## src/crp_pkg.sv

```systemverilog
// ----------------------------------------------------------------------------
// crp_pkg
// Shared types and constants for the clock page replacement block.
// ----------------------------------------------------------------------------
package crp_pkg;

  // Defaults for the top-level parameters.
  localparam int MAX_SLOTS_DEF = 16;
  localparam int KEY_BITS_DEF  = 32;

  // Fixed field widths.
  localparam int CAP_W  = 5;
  localparam int SLOT_W = 4;
  localparam int EVK_W  = 32;

  // Capacity after reset.
  localparam logic [CAP_W-1:0] CAP_RESET = 5'd16;

  // Outcome of one access.
  typedef enum logic [1:0] {
    KIND_HIT   = 2'd0,
    KIND_FILL  = 2'd1,
    KIND_EVICT = 2'd2
  } res_kind_t;

  // Commands from the controller to the datapath.
  typedef struct packed {
    logic load;
    logic step;
    logic set_hit;
    logic set_fill;
    logic set_sweep;
    logic clear_adv;
    logic grab_victim;
    logic commit;
  } dp_cmd_t;

  // Status from the datapath to the controller.
  typedef struct packed {
    logic empty;
    logic match;
    logic last;
    logic room;
    logic ref_set;
    logic out_free;
  } dp_stat_t;

endpackage

```

## src/crp_in_if.sv

```systemverilog
// ----------------------------------------------------------------------------
// crp_in_if
// Access channel: one word carries a key and the reference bit for a new entry.
// ----------------------------------------------------------------------------
interface crp_in_if #(
  parameter int KEY_W = crp_pkg::KEY_BITS_DEF
);
  logic             valid;
  logic             ready;
  logic [KEY_W-1:0] key;
  logic             insert_ref;

  modport source (output valid, output key, output insert_ref, input ready);
  modport sink   (input valid, input key, input insert_ref, output ready);
endinterface

```

## src/crp_out_if.sv

```systemverilog
// ----------------------------------------------------------------------------
// crp_out_if
// Result channel: one word per access with hit, slot and eviction details.
// ----------------------------------------------------------------------------
interface crp_out_if;
  logic                       valid;
  logic                       ready;
  logic                       hit;
  logic [crp_pkg::SLOT_W-1:0] slot;
  logic                       evicted;
  logic [crp_pkg::EVK_W-1:0]  evicted_key;

  modport source (output valid, output hit, output slot, output evicted,
                  output evicted_key, input ready);
  modport sink   (input valid, input hit, input slot, input evicted,
                  input evicted_key, output ready);
endinterface

```

## src/clock_page_replacement.sv

```systemverilog
// ----------------------------------------------------------------------------
// clock_page_replacement
// Clock (second-chance) replacement over a set of key slots.
// ----------------------------------------------------------------------------
// Usage:
//   in_ch carries one access word (key, insert_ref); out_ch returns one word
//   per access (hit, slot, evicted, evicted_key). cfg_we/cfg_wdata write the
//   capacity, which should only change while no access is in flight.
//   Keys are searched one slot per cycle in a key RAM with one read port,
//   and the clock hand also steps one slot per cycle over the reference bits.
//   With n occupied slots an access is accepted, searched over up to n slots
//   and then committed: a hit ends the search at its slot, a fill follows a
//   full search, and a replacement adds a sweep in which the hand clears s
//   (0 to n) set reference bits, then a victim read before the commit.
//   One access is in work at a time; the next is accepted as soon as the
//   previous one commits, even if its result word is still waiting.
//   Reset empties all slots, clears the reference bits and the hand, and sets
//   the capacity to 16. No clearing pass is needed after reset.
//   If out_ch stalls, the finished result stays in the output register and
//   the following access waits at its commit cycle.
// ----------------------------------------------------------------------------
module clock_page_replacement #(
  parameter int MAX_SLOTS = crp_pkg::MAX_SLOTS_DEF,
  parameter int KEY_BITS  = crp_pkg::KEY_BITS_DEF
) (
  input  logic                      clk,
  input  logic                      rst_n,
  crp_in_if.sink                    in_ch,
  crp_out_if.source                 out_ch,
  input  logic                      cfg_we,
  input  logic [crp_pkg::CAP_W-1:0] cfg_wdata
);

  crp_pkg::dp_cmd_t  cmd;
  crp_pkg::dp_stat_t stat;
  logic              in_ready;

  // Sequencer.
  crp_ctrl u_ctrl (
    .clk     (clk),
    .rst_n   (rst_n),
    .in_valid(in_ch.valid),
    .in_ready(in_ready),
    .stat    (stat),
    .cmd     (cmd)
  );

  assign in_ch.ready = in_ready;

  // Storage and result datapath.
  crp_dp #(
    .MAX_SLOTS(MAX_SLOTS),
    .KEY_BITS (KEY_BITS)
  ) u_dp (
    .clk            (clk),
    .rst_n          (rst_n),
    .cfg_we         (cfg_we),
    .cfg_wdata      (cfg_wdata),
    .in_key         (in_ch.key),
    .in_insert_ref  (in_ch.insert_ref),
    .cmd            (cmd),
    .stat           (stat),
    .out_ready      (out_ch.ready),
    .out_valid      (out_ch.valid),
    .out_hit        (out_ch.hit),
    .out_slot       (out_ch.slot),
    .out_evicted    (out_ch.evicted),
    .out_evicted_key(out_ch.evicted_key)
  );

endmodule

```

## src/crp_ram.sv

```systemverilog
// ----------------------------------------------------------------------------
// crp_ram
// Generic single-write, single-read RAM with a registered read port.
// ----------------------------------------------------------------------------
module crp_ram #(
  parameter int WIDTH  = 32,
  parameter int DEPTH  = 16,
  parameter int ADDR_W = $clog2(DEPTH)
) (
  input  logic              clk,
  input  logic              we,
  input  logic [ADDR_W-1:0] waddr,
  input  logic [WIDTH-1:0]  wdata,
  input  logic [ADDR_W-1:0] raddr,
  output logic [WIDTH-1:0]  rdata
);

  logic [WIDTH-1:0] mem [DEPTH];

  // Write port.
  always_ff @(posedge clk) begin
    if (we) begin
      mem[waddr] <= wdata;
    end
  end

  // Registered read port.
  always_ff @(posedge clk) begin
    rdata <= mem[raddr];
  end

endmodule

```

## src/crp_ctrl.sv

```systemverilog
// ----------------------------------------------------------------------------
// crp_ctrl
// Sequencer for one access: key search, clock sweep, victim read and commit.
// ----------------------------------------------------------------------------
module crp_ctrl (
  input  logic              clk,
  input  logic              rst_n,
  input  logic              in_valid,
  output logic              in_ready,
  input  crp_pkg::dp_stat_t stat,
  output crp_pkg::dp_cmd_t  cmd
);

  typedef enum logic [4:0] {
    ST_IDLE   = 5'b00001,
    ST_SEARCH = 5'b00010,
    ST_SWEEP  = 5'b00100,
    ST_VICTIM = 5'b01000,
    ST_FINISH = 5'b10000
  } state_t;

  state_t state_r, state_nxt;

  // State register.
  always_ff @(posedge clk) begin
    if (!rst_n) begin
      state_r <= ST_IDLE;
    end else begin
      state_r <= state_nxt;
    end
  end

  // Next state and command decode.
  always_comb begin
    state_nxt = state_r;
    cmd       = '0;
    in_ready  = 1'b0;
    case (state_r)
      ST_IDLE: begin
        in_ready = 1'b1;
        if (in_valid) begin
          cmd.load = 1'b1;
          if (stat.empty) begin
            // Nothing stored yet, so the key goes straight into slot zero.
            cmd.set_fill = 1'b1;
            state_nxt    = ST_FINISH;
          end else begin
            state_nxt = ST_SEARCH;
          end
        end
      end
      ST_SEARCH: begin
        if (stat.match) begin
          cmd.set_hit = 1'b1;
          state_nxt   = ST_FINISH;
        end else if (stat.last) begin
          if (stat.room) begin
            cmd.set_fill = 1'b1;
            state_nxt    = ST_FINISH;
          end else begin
            cmd.set_sweep = 1'b1;
            state_nxt     = ST_SWEEP;
          end
        end else begin
          cmd.step = 1'b1;
        end
      end
      ST_SWEEP: begin
        if (stat.ref_set) begin
          cmd.clear_adv = 1'b1;
        end else begin
          state_nxt = ST_VICTIM;
        end
      end
      ST_VICTIM: begin
        cmd.grab_victim = 1'b1;
        state_nxt       = ST_FINISH;
      end
      ST_FINISH: begin
        if (stat.out_free) begin
          cmd.commit = 1'b1;
          state_nxt  = ST_IDLE;
        end
      end
      default: begin
        state_nxt = ST_IDLE;
      end
    endcase
  end

endmodule

```

## src/crp_dp.sv

```systemverilog
// ----------------------------------------------------------------------------
// crp_dp
// Datapath: key RAM, reference bits, fill count, clock hand and result word.
// ----------------------------------------------------------------------------
module crp_dp #(
  parameter int MAX_SLOTS = crp_pkg::MAX_SLOTS_DEF,
  parameter int KEY_BITS  = crp_pkg::KEY_BITS_DEF
) (
  input  logic                       clk,
  input  logic                       rst_n,
  input  logic                       cfg_we,
  input  logic [crp_pkg::CAP_W-1:0]  cfg_wdata,
  input  logic [KEY_BITS-1:0]        in_key,
  input  logic                       in_insert_ref,
  input  crp_pkg::dp_cmd_t           cmd,
  output crp_pkg::dp_stat_t          stat,
  input  logic                       out_ready,
  output logic                       out_valid,
  output logic                       out_hit,
  output logic [crp_pkg::SLOT_W-1:0] out_slot,
  output logic                       out_evicted,
  output logic [crp_pkg::EVK_W-1:0]  out_evicted_key
);

  localparam int IdxW  = $clog2(MAX_SLOTS);
  localparam int CntW  = $clog2(MAX_SLOTS + 1);
  localparam int CapW  = crp_pkg::CAP_W;
  localparam int CmpW  = (CntW > CapW) ? CntW : CapW;
  localparam int SlotW = crp_pkg::SLOT_W;
  localparam int EvkW  = crp_pkg::EVK_W;

  logic [CapW-1:0]        cap_r, cap_nxt;
  logic [CntW-1:0]        fill_cnt_r, fill_cnt_nxt;
  logic [IdxW-1:0]        hand_r, hand_nxt;
  logic [MAX_SLOTS-1:0]   ref_r, ref_nxt;
  logic [KEY_BITS-1:0]    key_r, key_nxt;
  logic                   iref_r, iref_nxt;
  logic [IdxW-1:0]        cmp_idx_r, cmp_idx_nxt;
  logic [IdxW-1:0]        pos_r, pos_nxt;
  logic [IdxW-1:0]        idx_r, idx_nxt;
  crp_pkg::res_kind_t     kind_r, kind_nxt;
  logic [KEY_BITS-1:0]    victim_r, victim_nxt;
  logic                   out_valid_r, out_valid_nxt;
  logic                   out_hit_r, out_hit_nxt;
  logic [SlotW-1:0]       out_slot_r, out_slot_nxt;
  logic                   out_evicted_r, out_evicted_nxt;
  logic [EvkW-1:0]        out_evk_r, out_evk_nxt;

  logic [CmpW-1:0]        cap_ext;
  logic [CmpW-1:0]        eff_cap;
  logic [CntW-1:0]        pos_inc;
  logic [IdxW-1:0]        pos_wrap;
  logic [IdxW-1:0]        hand_start;
  logic [IdxW-1:0]        ram_raddr;
  logic [KEY_BITS-1:0]    ram_rdata;
  logic                   ram_we;

  // Effective capacity: zero acts as one, anything above the slot count saturates.
  assign cap_ext = CmpW'(cap_r);
  always_comb begin
    if (cap_r == '0) begin
      eff_cap = CmpW'(1);
    end else if (cap_ext > CmpW'(MAX_SLOTS)) begin
      eff_cap = CmpW'(MAX_SLOTS);
    end else begin
      eff_cap = cap_ext;
    end
  end

  // Hand arithmetic wraps over the occupied slots only.
  assign pos_inc    = CntW'(pos_r) + CntW'(1);
  assign pos_wrap   = (pos_inc < fill_cnt_r) ? IdxW'(pos_inc) : '0;
  assign hand_start = (CntW'(hand_r) >= fill_cnt_r) ? '0 : hand_r;

  // Status back to the controller.
  assign stat.empty    = (fill_cnt_r == '0);
  assign stat.match    = (ram_rdata == key_r);
  assign stat.last     = ((CntW'(cmp_idx_r) + CntW'(1)) == fill_cnt_r);
  assign stat.room     = (CmpW'(fill_cnt_r) < eff_cap);
  assign stat.ref_set  = ref_r[pos_r];
  assign stat.out_free = !out_valid_r || out_ready;

  // Key RAM: read address follows the search, otherwise the sweep position.
  always_comb begin
    if (cmd.load) begin
      ram_raddr = '0;
    end else if (cmd.step) begin
      ram_raddr = cmp_idx_r + IdxW'(1);
    end else begin
      ram_raddr = pos_r;
    end
  end

  assign ram_we = cmd.commit && (kind_r != crp_pkg::KIND_HIT);

  crp_ram #(
    .WIDTH (KEY_BITS),
    .DEPTH (MAX_SLOTS),
    .ADDR_W(IdxW)
  ) u_key_ram (
    .clk  (clk),
    .we   (ram_we),
    .waddr(idx_r),
    .wdata(key_r),
    .raddr(ram_raddr),
    .rdata(ram_rdata)
  );

  // Per-access working registers.
  always_comb begin
    key_nxt     = key_r;
    iref_nxt    = iref_r;
    cmp_idx_nxt = cmp_idx_r;
    pos_nxt     = pos_r;
    idx_nxt     = idx_r;
    kind_nxt    = kind_r;
    victim_nxt  = victim_r;
    if (cmd.load) begin
      key_nxt     = in_key;
      iref_nxt    = in_insert_ref;
      cmp_idx_nxt = '0;
    end
    if (cmd.step) begin
      cmp_idx_nxt = cmp_idx_r + IdxW'(1);
    end
    if (cmd.set_hit) begin
      kind_nxt = crp_pkg::KIND_HIT;
      idx_nxt  = cmp_idx_r;
    end
    if (cmd.set_fill) begin
      kind_nxt = crp_pkg::KIND_FILL;
      idx_nxt  = IdxW'(fill_cnt_r);
    end
    if (cmd.set_sweep) begin
      pos_nxt = hand_start;
    end
    if (cmd.clear_adv) begin
      pos_nxt = pos_wrap;
    end
    if (cmd.grab_victim) begin
      kind_nxt   = crp_pkg::KIND_EVICT;
      idx_nxt    = pos_r;
      victim_nxt = ram_rdata;
    end
  end

  // Replacement state: reference bits, fill count, hand and capacity.
  always_comb begin
    cap_nxt      = cap_r;
    fill_cnt_nxt = fill_cnt_r;
    hand_nxt     = hand_r;
    ref_nxt      = ref_r;
    if (cfg_we) begin
      cap_nxt = cfg_wdata;
    end
    if (cmd.clear_adv) begin
      ref_nxt[pos_r] = 1'b0;
    end
    if (cmd.commit) begin
      case (kind_r)
        crp_pkg::KIND_HIT: begin
          ref_nxt[idx_r] = 1'b1;
        end
        crp_pkg::KIND_FILL: begin
          ref_nxt[idx_r] = iref_r;
          fill_cnt_nxt   = fill_cnt_r + CntW'(1);
        end
        crp_pkg::KIND_EVICT: begin
          ref_nxt[idx_r] = iref_r;
          hand_nxt       = pos_wrap;
        end
        default: begin
          ref_nxt = ref_r;
        end
      endcase
    end
  end

  // Output register: loaded on commit, cleared once taken.
  always_comb begin
    out_valid_nxt   = out_valid_r;
    out_hit_nxt     = out_hit_r;
    out_slot_nxt    = out_slot_r;
    out_evicted_nxt = out_evicted_r;
    out_evk_nxt     = out_evk_r;
    if (out_ready) begin
      out_valid_nxt = 1'b0;
    end
    if (cmd.commit) begin
      out_valid_nxt   = 1'b1;
      out_hit_nxt     = (kind_r == crp_pkg::KIND_HIT);
      out_slot_nxt    = SlotW'(idx_r);
      out_evicted_nxt = (kind_r == crp_pkg::KIND_EVICT);
      out_evk_nxt     = (kind_r == crp_pkg::KIND_EVICT) ? EvkW'(victim_r) : '0;
    end
  end

  // Control registers.
  always_ff @(posedge clk) begin
    if (!rst_n) begin
      cap_r       <= crp_pkg::CAP_RESET;
      fill_cnt_r  <= '0;
      hand_r      <= '0;
      ref_r       <= '0;
      out_valid_r <= 1'b0;
    end else begin
      cap_r       <= cap_nxt;
      fill_cnt_r  <= fill_cnt_nxt;
      hand_r      <= hand_nxt;
      ref_r       <= ref_nxt;
      out_valid_r <= out_valid_nxt;
    end
  end

  // Payload registers.
  always_ff @(posedge clk) begin
    key_r         <= key_nxt;
    iref_r        <= iref_nxt;
    cmp_idx_r     <= cmp_idx_nxt;
    pos_r         <= pos_nxt;
    idx_r         <= idx_nxt;
    kind_r        <= kind_nxt;
    victim_r      <= victim_nxt;
    out_hit_r     <= out_hit_nxt;
    out_slot_r    <= out_slot_nxt;
    out_evicted_r <= out_evicted_nxt;
    out_evk_r     <= out_evk_nxt;
  end

  assign out_valid       = out_valid_r;
  assign out_hit         = out_hit_r;
  assign out_slot        = out_slot_r;
  assign out_evicted     = out_evicted_r;
  assign out_evicted_key = out_evk_r;

`ifndef SYNTH
  // The fill count never runs past the number of slots.
  a_fill_bound: assert property (@(posedge clk) disable iff (!rst_n)
    fill_cnt_r <= CntW'(MAX_SLOTS))
    else $error("fill count exceeds slot count");

  // A result is only committed when the output register can take it.
  a_commit_free: assert property (@(posedge clk) disable iff (!rst_n)
    cmd.commit |-> (!out_valid_r || out_ready))
    else $error("result committed over a pending word");

  // A hit always points at an occupied slot.
  a_hit_slot: assert property (@(posedge clk) disable iff (!rst_n)
    (cmd.commit && kind_r == crp_pkg::KIND_HIT) |-> (CntW'(idx_r) < fill_cnt_r))
    else $error("hit on an unoccupied slot");

  // Replacement happens only when the block is full.
  a_evict_full: assert property (@(posedge clk) disable iff (!rst_n)
    (cmd.commit && kind_r == crp_pkg::KIND_EVICT) |-> !stat.room)
    else $error("eviction while free slots remain");
`endif

endmodule

```

## src/flat_wrapper.sv

```systemverilog
// flat-port wrapper written by rule: the top's interface ports become plain ports
module clock_page_replacement_flat 
#(
  parameter int MAX_SLOTS = crp_pkg::MAX_SLOTS_DEF,
  parameter int KEY_BITS  = crp_pkg::KEY_BITS_DEF
)
  (clk, rst_n, cfg_we, cfg_wdata, in_ch_valid, in_ch_key, in_ch_insert_ref, in_ch_ready, out_ch_valid, out_ch_hit, out_ch_slot, out_ch_evicted, out_ch_evicted_key, out_ch_ready);
  crp_in_if #(.KEY_W((crp_pkg::KEY_BITS_DEF))) in_ch_i ();
  crp_out_if out_ch_i ();
  input  logic clk;
  input  logic rst_n;
  input  logic cfg_we;
  input  logic [crp_pkg::CAP_W-1:0] cfg_wdata;
  input wire logic [$bits(in_ch_i.valid)-1:0] in_ch_valid;
  input wire logic [$bits(in_ch_i.key)-1:0] in_ch_key;
  input wire logic [$bits(in_ch_i.insert_ref)-1:0] in_ch_insert_ref;
  output wire logic [$bits(in_ch_i.ready)-1:0] in_ch_ready;
  output wire logic [$bits(out_ch_i.valid)-1:0] out_ch_valid;
  output wire logic [$bits(out_ch_i.hit)-1:0] out_ch_hit;
  output wire logic [$bits(out_ch_i.slot)-1:0] out_ch_slot;
  output wire logic [$bits(out_ch_i.evicted)-1:0] out_ch_evicted;
  output wire logic [$bits(out_ch_i.evicted_key)-1:0] out_ch_evicted_key;
  input wire logic [$bits(out_ch_i.ready)-1:0] out_ch_ready;
  assign in_ch_i.valid = in_ch_valid;
  assign in_ch_i.key = in_ch_key;
  assign in_ch_i.insert_ref = in_ch_insert_ref;
  assign in_ch_ready = in_ch_i.ready;
  assign out_ch_valid = out_ch_i.valid;
  assign out_ch_hit = out_ch_i.hit;
  assign out_ch_slot = out_ch_i.slot;
  assign out_ch_evicted = out_ch_i.evicted;
  assign out_ch_evicted_key = out_ch_i.evicted_key;
  assign out_ch_i.ready = out_ch_ready;
  clock_page_replacement #(.MAX_SLOTS(MAX_SLOTS), .KEY_BITS(KEY_BITS)) u_core (.clk(clk), .rst_n(rst_n), .in_ch(in_ch_i), .out_ch(out_ch_i), .cfg_we(cfg_we), .cfg_wdata(cfg_wdata));
endmodule
```

## config.mk

```make
export PLATFORM = sky130hd
export DESIGN_NAME = clock_page_replacement_flat
export DESIGN_NICKNAME = d
export VERILOG_FILES = /design/src/crp_pkg.sv /design/src/crp_in_if.sv /design/src/crp_out_if.sv /design/src/clock_page_replacement.sv /design/src/crp_ram.sv /design/src/crp_ctrl.sv /design/src/crp_dp.sv /design/src/flat_wrapper.sv
export SDC_FILE = /design/constraint.sdc
export NUM_CORES = 1
export LEC_CHECK = 0
export ABC_AREA = 1
export ABC_CLOCK_PERIOD_IN_PS = 5200
export BUFFER_PORTS_ARGS = -buffer_cell sky130_fd_sc_hd__buf_2
export CAP_MARGIN = 20
export CORE_MARGIN = 2
export CORE_UTILIZATION = 55
export CTS_CLUSTER_DIAMETER = 200
export DETAILED_ROUTE_END_ITERATION = 10
export GPL_ROUTABILITY_DRIVEN = 0
export PLACE_DENSITY = 0.71
export SETUP_SLACK_MARGIN = 0.1
export SLEW_MARGIN = 10
export SYNTH_ARGS = -nofsm -noshare
export SYNTH_HDL_FRONTEND = slang
export SYNTH_SLANG_ARGS = --single-unit
```

## constraint.sdc

```tcl
create_clock -name clk -period 5.2 [get_ports clk]
set_input_delay 0.26 -clock clk [delete_from_list [all_inputs] [get_ports clk]]
set_output_delay 0.26 -clock clk [all_outputs]
set_load 0.05 [all_outputs]
```

==> reports/qor.yml <==
power.switching_mw: 3.73
hold_path_class: "in -> reg"
hp-start: "cfg_we"
avgViaCountPerCell: 5.74
die_h_um: 239
synth_edf_count: 627
worstSetupStartpointType: "register"
synthSimpleGateAreaFrac_pct: 20.7
port_buffers: 82
max_stage_delay_ps: 750
leakage_nw: 14.3
netSwitchingFraction_pct: 26.9
synth.top_cells.by_area: "edfxtp_1, nand3_1, inv_1, nand2_1, dfxtp_1"
post_cts.repair.setup_buffers: 0
synth_xor_area_share_pct: 0.810
antenna_found_initial: 0
max_freq_mhz: 248
synth.avg_cell_area_um2: 10.6
area_growth_pct: 12.9
synthAdderAreaFrac_pct: 0.951
worst_pin_slew_ps: 1310
yosysTopAreaCell: "edfxtp_1"
crit_top_cell: "nand2_1"
synth_mux_area_share_pct: 0
cap_violations: 0
initial_core_util_pct: 55.9
r2r-end: "u_core.u_dp.u_key_ram.rdata[5]"
tns_ps: 0
seqPwrFrac_pct: 47.5
clock_latency_ps: 620
netlist_instances: 2852
clk_path_buf_depth: 3
seq_area_um2: 20200
worstPathCellList: "nand2_1, nand2_1, nand2_1, nor2_1, nand2_1, nor2_1, nand2_1, nand3_4, nand3_4, nand2_4, buf_4, nand2_1, nand2_1, nand2_1, nand3_1, nand3_1, nand2_1"
relSlewSlack_pct: 12.6
dp_hpwl_um: 39800
crit_fanout: 75
end_kind: "register"
crit_type: "reg -> reg"
synth.most_common_cell: "nand3_1"
multiInputGateArea_um2: 7500
io_pins: 83
fin_crit_ps: 4030
htreeDepth: 3
startpoint: "u_core.u_dp.key_r[18]"
clock_sinks: 697
vias: 21200
grt_pass1_vias: 20600
wire_per_inst_um: 21.0
core_area_um2: 54100
worstPathArrival_ps: 4570
fin_hold_ws_ps: 18.7
required_ps: 5740
internal-power_mw: 10.1
rr_startpoint: "u_core.u_dp.key_r[18]"
root_buffer: "clkbuf_16"
ir_worst_vdd_mv: 0.290
synth-main-ff-cell: "edfxtp_1"
grt_pass1_wl_um: 118000
drive_above_1_share_pct: 8.88
period_share_pct: 77.5
row_count: 85
drt_iter0_drc: 2460
cts.clk_slew.worst_paths_ps: 60
drtPass1Iterations: 5
ys_ff_latch: 697
drc: 0
ys_top_cells_by_count: "nand3_1, edfxtp_1, inv_1, nand2_1, buf_2"
slowest_stage: "nand2_4"
num-fill-cells: 4084
crit_end: "u_core.u_dp.u_key_ram.rdata[5]"
ys_seq_area_share_pct: 66.8
fp.dieW_um: 239
grt_usage_pct: 27.4
rsz0062_at_grt: "false"
synth_top_family_by_area: "simple AND/OR/NAND/NOR gates"
ff2ff_setup_slack_ps: 1170
drv_slew: 0
synth_top_cell_area_share_pct: 62.2
yosys_warnings: 0
die-area_um2: 56900
ff2ff_path_depth: 17
synth_nets: 2918
antenna_left: 0
setup_viol: 0
diodes: 0
clock_skew_ps: 26.3
overflow: 0
routed_wl_um: 77600
hold_violations: 0
p_comb_share_pct: 14.7
cts_tree: "done"
cts_buffers: 71
yosysUniqueCellTypes: 36
clockPowerShare_pct: 37.9
async_flop_share_pct: 0
synth_area_um2: 30300
synth-compound-area-share_pct: 1.70
status: "completed"
fin_nets: 3005
powerDensity_nw_per_um2: 406
grt_max_degree: 257
how the worst min path moves through the flow:
stage,end,slack (ps),depth (start not counted)
floorplan,u_core.u_dp.iref_r,360,0
global placement,u_core.u_dp.victim_r[15],430,0
detailed placement,u_core.u_dp.victim_r[22],440,0
CTS,u_core.u_dp.cap_ext[3],1,3
global route,u_core.u_dp.cap_ext[3],20,3
finish,u_core.u_dp.cap_ext[3],20,3
state kept, by name (all words and copies together) (netlist names), 5 cells and up:
register	flops
u_core.u_dp.u_key_ram.mem	512
u_core.u_dp.out_evicted_key	32
u_core.u_dp.victim_r	32
u_core.u_dp.key_r	32
u_core.u_dp.ref_r	16
u_core.u_dp.fill_cnt_r	5
u_core.u_ctrl.state_r	5
u_core.u_dp.cap_ext	5
u_core.u_dp.u_key_ram.rdata	32
worst max-delay path, delay by kind of cell (launching register included):
family,cells,cell delay [ps]
and+or+nand+nor,16,2760
DFF,1,720
buffers and inverters,1,410
kinds of logic after synthesis:
family | after synthesis
simple gates | 1345
flops | 697
buf+inv | 665
compound gates | 94
xor+xnor | 28
fa+ha+maj | 23
stage by stage:
stage	util (%)	setup WS [ps]	total power [mW]	cells	instance area, um2
6_report	63.2	1170	13.9	3692	34200
5_1_grt	63.2	826	14.3	3692	34200
4_1_cts	63.2	1200	13.9	3692	34200
3_5_place_dp	57.9	1240	8.67	3517	31300
3_3_place_gp	57.9	1340	8.62	3517	31300
2_1_floorplan	-	1070	8.08	2852	30300
cell type report:
class                      instances  area share, %
tap                              696           2.55
sequential                       697           59.2
inverter                         511           5.62
multi-input combinational       1490           21.9
clock inverter                    27           1.01
timing repair buffer             168           3.71
clock buffer                     103           6.00
power by group through the flow:
| stage | Sequential (mW) | Combinational [mW] | Clock [mW] |
|---|---|---|---|
| after floorplan | 6.64 | 1.44 | 0 |
| after global placement | 6.68 | 1.94 | 0 |
| after detailed placement | 6.69 | 1.97 | 0 |
| after CTS | 6.58 | 2.01 | 5.31 |
| after global routing | 6.60 | 2.22 | 5.51 |
| final | 6.58 | 2.03 | 5.25 |
cells in the final DEF (no fill, tap or decap), types with 3 or more instances in the layout:
cell           netlist  routed
nand3_1            701     701
edfxtp_1           627     627
inv_1              505     503
nand2_1            471     468
buf_2              100      82
clkbuf_16            0      75
dfxtp_1             70      70
nand3b_1            65      65
nor2_1              80      64
dlygate4sd3_1        0      45
o21ai_0             42      42
a21oi_1             34      34
buf_4               24      33
xnor2_1             25      25
ha_1                23      22
clkbuf_1            29      21
nor2_4               0      16
clkinv_2             0      10
nor3_1               9       8
nand4_1              8       8
bufinv_16            0       8
buf_12               0       8
inv_2                6       7
clkbuf_8             0       7
o211ai_1             5       5
clkinv_1             0       5
xor2_1               3       3
nand3_4              2       3
a31oi_1              3       3
inv_6                0       3
timing repair:
item / 4_1_cts / 5_1_grt
endpoints found under the hold margin: 40 / 0
endpoints found under the setup margin: 0 / 0
gates resized for setup: 0 / 0
hold buffers: 45 / 0
per-layer routing:
layer | global-route usage [%] | vias up | part of all wire (%)
li1 | - | 9727 | -
met1 | 36.5 | 10200 | 40
met2 | 44.7 | 1085 | 48
met3 | 3.71 | 206 | 8.4
met4 | 13.2 | 0 | 4.2
met5 | 0 | - | 0
Power figures use the tool's default switching activity.
